<file path="src/design/world_to_screen_projection_unit_macros.svh">
// Assertion macros used by the projection unit top module.
`ifndef WORLD_TO_SCREEN_PROJECTION_UNIT_MACROS_SVH
`define WORLD_TO_SCREEN_PROJECTION_UNIT_MACROS_SVH

// Implication checked on every rising clock edge outside reset.
`define W2S_ASSERT_IMPLY(label, clk, rst, ante, cons, msg) \
   label: assert property (@(posedge clk) disable iff (rst) (ante) |-> (cons)) \
      else $error(msg);

// Implication whose consequent is checked in the next cycle, outside reset.
`define W2S_ASSERT_NEXT(label, clk, rst, ante, cons, msg) \
   label: assert property (@(posedge clk) disable iff (rst) (ante) |=> (cons)) \
      else $error(msg);

`endif

</file>
<file path="src/design/w2s_pkg.sv">
// ----------------------------------------------------------------------------
// w2s_pkg
// Shared types and constants of the world-to-screen projection unit.
// ----------------------------------------------------------------------------
package w2s_pkg;

   localparam int unsigned CSR_WIDTH = 64;
   localparam int unsigned CSR_COUNT = 8;
   localparam int unsigned CSR_IDX_WIDTH = 3;
   localparam int unsigned DATA_WIDTH = 32;

   typedef enum logic [CSR_IDX_WIDTH-1:0] {
      CSR_COL_X_FIRST  = 3'd0,
      CSR_COL_X_SECOND = 3'd1,
      CSR_COL_Y_FIRST  = 3'd2,
      CSR_COL_Y_SECOND = 3'd3,
      CSR_COL_W_FIRST  = 3'd4,
      CSR_COL_W_SECOND = 3'd5,
      CSR_VP_ORIGIN    = 3'd6,
      CSR_VP_SIZE      = 3'd7
   } csr_index_type;

   localparam logic [CSR_WIDTH-1:0] COL_W_SECOND_RESET = 64'd65536;

   typedef struct packed {
      logic signed [DATA_WIDTH-1:0] world_x;
      logic signed [DATA_WIDTH-1:0] world_y;
      logic signed [DATA_WIDTH-1:0] world_z;
   } req_payload_type;

   typedef struct packed {
      logic                         visible;
      logic signed [DATA_WIDTH-1:0] pixel_x;
      logic signed [DATA_WIDTH-1:0] pixel_y;
   } rsp_payload_type;

   // One matrix column as used by the dot product.
   typedef struct packed {
      logic signed [DATA_WIDTH-1:0] mx;
      logic signed [DATA_WIDTH-1:0] my;
      logic signed [DATA_WIDTH-1:0] mz;
      logic signed [DATA_WIDTH-1:0] mt;
   } column_type;

   typedef struct packed {
      logic signed [DATA_WIDTH-1:0] org_x;
      logic signed [DATA_WIDTH-1:0] org_y;
      logic signed [DATA_WIDTH-1:0] size_w;
      logic signed [DATA_WIDTH-1:0] size_h;
   } viewport_type;

endpackage

</file>
<file path="src/design/w2s_csr.sv">
// ----------------------------------------------------------------------------
// w2s_csr
// Configuration register file; presents matrix columns and viewport.
// ----------------------------------------------------------------------------
module w2s_csr (
   input  logic                           clock,
   input  logic                           reset,
   input  logic                           csr_write,
   input  logic [w2s_pkg::CSR_IDX_WIDTH-1:0] csr_index,
   input  logic [w2s_pkg::CSR_WIDTH-1:0]  csr_wdata,
   output w2s_pkg::column_type            col_x,
   output w2s_pkg::column_type            col_y,
   output w2s_pkg::column_type            col_w,
   output w2s_pkg::viewport_type          viewport
);
   import w2s_pkg::*;

   logic [CSR_WIDTH-1:0] regs_ff [CSR_COUNT];

   always_ff @(posedge clock) begin
      if (reset) begin
         for (int i = 0; i < CSR_COUNT; i++) begin
            regs_ff[i] <= '0;
         end
         regs_ff[CSR_COL_W_SECOND] <= COL_W_SECOND_RESET;
      end else if (csr_write) begin
         regs_ff[csr_index] <= csr_wdata;
      end
   end

   assign col_x = {regs_ff[CSR_COL_X_FIRST], regs_ff[CSR_COL_X_SECOND]};
   assign col_y = {regs_ff[CSR_COL_Y_FIRST], regs_ff[CSR_COL_Y_SECOND]};
   assign col_w = {regs_ff[CSR_COL_W_FIRST], regs_ff[CSR_COL_W_SECOND]};
   assign viewport = {regs_ff[CSR_VP_ORIGIN], regs_ff[CSR_VP_SIZE]};

endmodule

</file>
<file path="config.mk">
export PLATFORM = sky130hd
export DESIGN_NAME = w2s_csr
export DESIGN_NICKNAME = d
export VERILOG_FILES = /design/src/design/world_to_screen_projection_unit_macros.svh /design/src/design/w2s_pkg.sv /design/src/design/w2s_csr.sv
export SDC_FILE = /design/constraint.sdc
export NUM_CORES = 1
export LEC_CHECK = 0
export BUFFER_PORTS_ARGS = -buffer_cell sky130_fd_sc_hd__buf_2
export CAP_MARGIN = 10
export CORE_AREA = 2 2 225 227
export CTS_CLUSTER_DIAMETER = 200
export DETAILED_ROUTE_END_ITERATION = 10
export DIE_AREA = 0 0 227 229
export GPL_TIMING_DRIVEN = 0
export SKIP_CTS_REPAIR_TIMING = 1
export SYNTH_ARGS = -nofsm -noshare
export SYNTH_HDL_FRONTEND = slang
export SYNTH_SLANG_ARGS = --single-unit
</file>
<file path="constraint.sdc">
create_clock -name clock -period 4.21 [get_ports clock]
set_clock_uncertainty 0.15 [all_clocks]
set_input_delay 0 -clock clock [delete_from_list [all_inputs] [get_ports clock]]
set_output_delay 0 -clock clock [all_outputs]
set_load 0.03 [all_outputs]
</file>
==> summary.txt <==
Outcome = complete, no violations
Synth area leader = edfxtp_1
Clock Tree Buf Depth = 3
Wirelength per Cell = 24.21 microns
Crit path largest cell delay = 0.68 ns
# nets final = 2041
Crit path DAT = 2.54 ns
Tot GR Track Use = 0.2408
Final period util = 0.5745
Synth top area cells = edfxtp_1, nor2_1, or3b_2
Detailed placement HPWL = 46960 microns
Static Leakage = 0.009545 uW
EDFF count, synth = 512
Share of cells above drive strength 1 = 0.3870
Cts bufs inserted = 53
PortBufs = 579
Die Height = 229 microns
Routed Antenna Nets = 0
Unrepaired setup endpoints after global routing = no
Overflow after GRT = 0
Post-Syn Area per Cell = 15.15 sq um
FP Rows = 82
DRT Pass-1 Iters = 6
Distinct cells, synth = 16
Achievable Freq = 413.5 MHz
Max FFs per register = 512
Max Slew Vio Count = 0
Critical-path cell list = dlygate4sd3_1, buf_2, inv_1, o21bai_4, buf_12, buf_12
DR vias = 13230
Final setup fails = 0
Setup WS pre-CTS = 1.318 ns
Largest regs = regs_ff x512
Clock Sinks = 512
CP Max Fanout = 25
Worst VDD drop = 0.2838 mV
Mapped cell area = 18950 sq um
CP most frequent cell = buf_12
Post-Route WL = 64870 microns
Clk root buf = clkbuf_16
Syn Nets = 1321
Die W = 227 microns
Initial core utilization = 0.3816
Fin Hold WS = 0.008573 ns
Max-cap violations = 0
H-Tree Depth = 2
PwrDens = 477.9 nW/um^2
Initial antenna violation count = 3
Top-level I/O count = 582
CP top delay family = buffers and inverters
Type of origin of the critical path = input pin
CP Buf/Inv Count = 5
Yosys Warn Count = 0
Vias in the first global route = 12980
CORE AREA = 49660 sq um
Post-Synthesis Cells = 1251
Total power draw = 12180 uW
First-pass GRT wire length = 89900 microns
Clock transition at path regs = 0.06 ns
Final Hold Fails = 0
Min-delay worst type = in -> reg
DRT iter0 DRCs = 1022
Drt drc = 0
Slew margin rel. = 0.3204
Slowest cell on crit path = dlygate4sd3_1
Final Worst Setup Slack = 1.791 ns
Worst endpoint required time = 4.34 ns
RD Place Congestion = 0.8282
Largest net degree at the start of global routing = 27
Register bit total from synthesis = 512
Seq/Total Area, Yosys = 0.8114
Ys async rst share = 0
CP Capture Type = flip-flop
Critical path class = in -> reg
Synth top area share = 0.8114
Minimum clock period = 2.419 ns
Actual slew at the worst max-slew pin = 1.019 ns
Vias per Instance = 4.937
Largest register by flop count = regs_ff
CTS tree = built
Prevailing post-synth register cell = edfxtp_1
Area Overhead vs Synth = 34.46%
Die ar. = 51980 sq um
[path summary, 6_finish.rpt]
check | from | endpoint | slack [ns] | depth (start not counted)
max | csr_index[2] | regs_ff[6][26] | 1.79 | 6
min | csr_index[2] | regs_ff[1][16] | 0.009 | 3
[layout make-up]
class,instances,area (sq um)
fill,4391,24180
buffer,86,440.4
clock buffer,67,1421
tap,672,840.8
sequential,512,15370
timing repair buffer,665,4011
inverter,1,3.754
multi-input combinational,652,3221
antenna,2,5.005
clock inverter,22,161.4
[routing by layer]
| layer | part of all wire | up-vias | global-route usage | wire length (microns) |
|---|---|---|---|---|
| li1 | - | 5835 | - | - |
| met1 | 0.38 | 6651 | 0.2929 | 24860 |
| met2 | 0.51 | 640 | 0.4192 | 32980 |
| met3 | 0.082 | 101 | 0.06620 | 5302 |
| met4 | 0.027 | 0 | 0.06618 | 1733 |
| met5 | 0 | - | 0 | 0 |
[synthesized netlist by cell type (2+ instances only)]
cell type and count:
buf_1 6, buf_2 19, buf_4 2, buf_6 10, clkbuf_1 48, edfxtp_1 512, nand3b_1 66, nor2_1 501
nor2_4 10, o21bai_1 8, or3b_1 4, or3b_2 61
[worst min-delay path: stages]
cell	delay, ns
clkbuf_1	0.31
or3b_2	0.23
nor2_1	0.04
[per-stage QoR]
step	util	area [sq um]	std cells	TNS (ns)
after CTS	0.4997	24810	2611	0
after global routing	0.5131	25480	2679	0
after floorplan	-	18950	1251	-17.59
after detailed placement	0.4678	23230	2522	0
after global placement	0.4569	22690	2502	-1672.81
final	0.5131	25480	2679	0
[logic make-up after synthesis]
logic type             after synthesis  synth area share
and+or+nand+nor                    644            0.1620
AOI/OAI and AO/OA                    8          0.003169
buffers and inverters               87           0.02344
DFF                                512            0.8114
[layout by cell type (no fill, tap or decap)]
cell,netlist,layout
clkbuf_16,0,55
buf_8,1,1
nand3_1,1,1
bufinv_16,0,2
inv_1,1,1
or4_1,1,1
clkbuf_1,48,60
buf_6,10,10
inv_6,0,2
buf_12,0,13
buf_4,2,2
nor2_4,10,10
diode_2,0,2
o21bai_4,0,8
edfxtp_1,512,512
nand3b_1,66,66
buf_2,19,598
dlygate4sd3_1,0,66
buf_1,6,6
nor2_1,501,501
or3b_2,61,61
clkinv_1,0,11
clkinv_4,0,2
or3b_1,4,4
clkinv_2,0,5
buf_16,0,7
[report_power, final]
group          leakage, uW  switching [uW]  total (uW)  internal [uW]
registers          0.00495            98.1        6050           5950
clock network     0.000774            1940        4430           2490
logic              0.00382            1280        1700            417
total              0.00955            3320       12200           8860
Note: power is estimated with default switching activity, not from simulation.
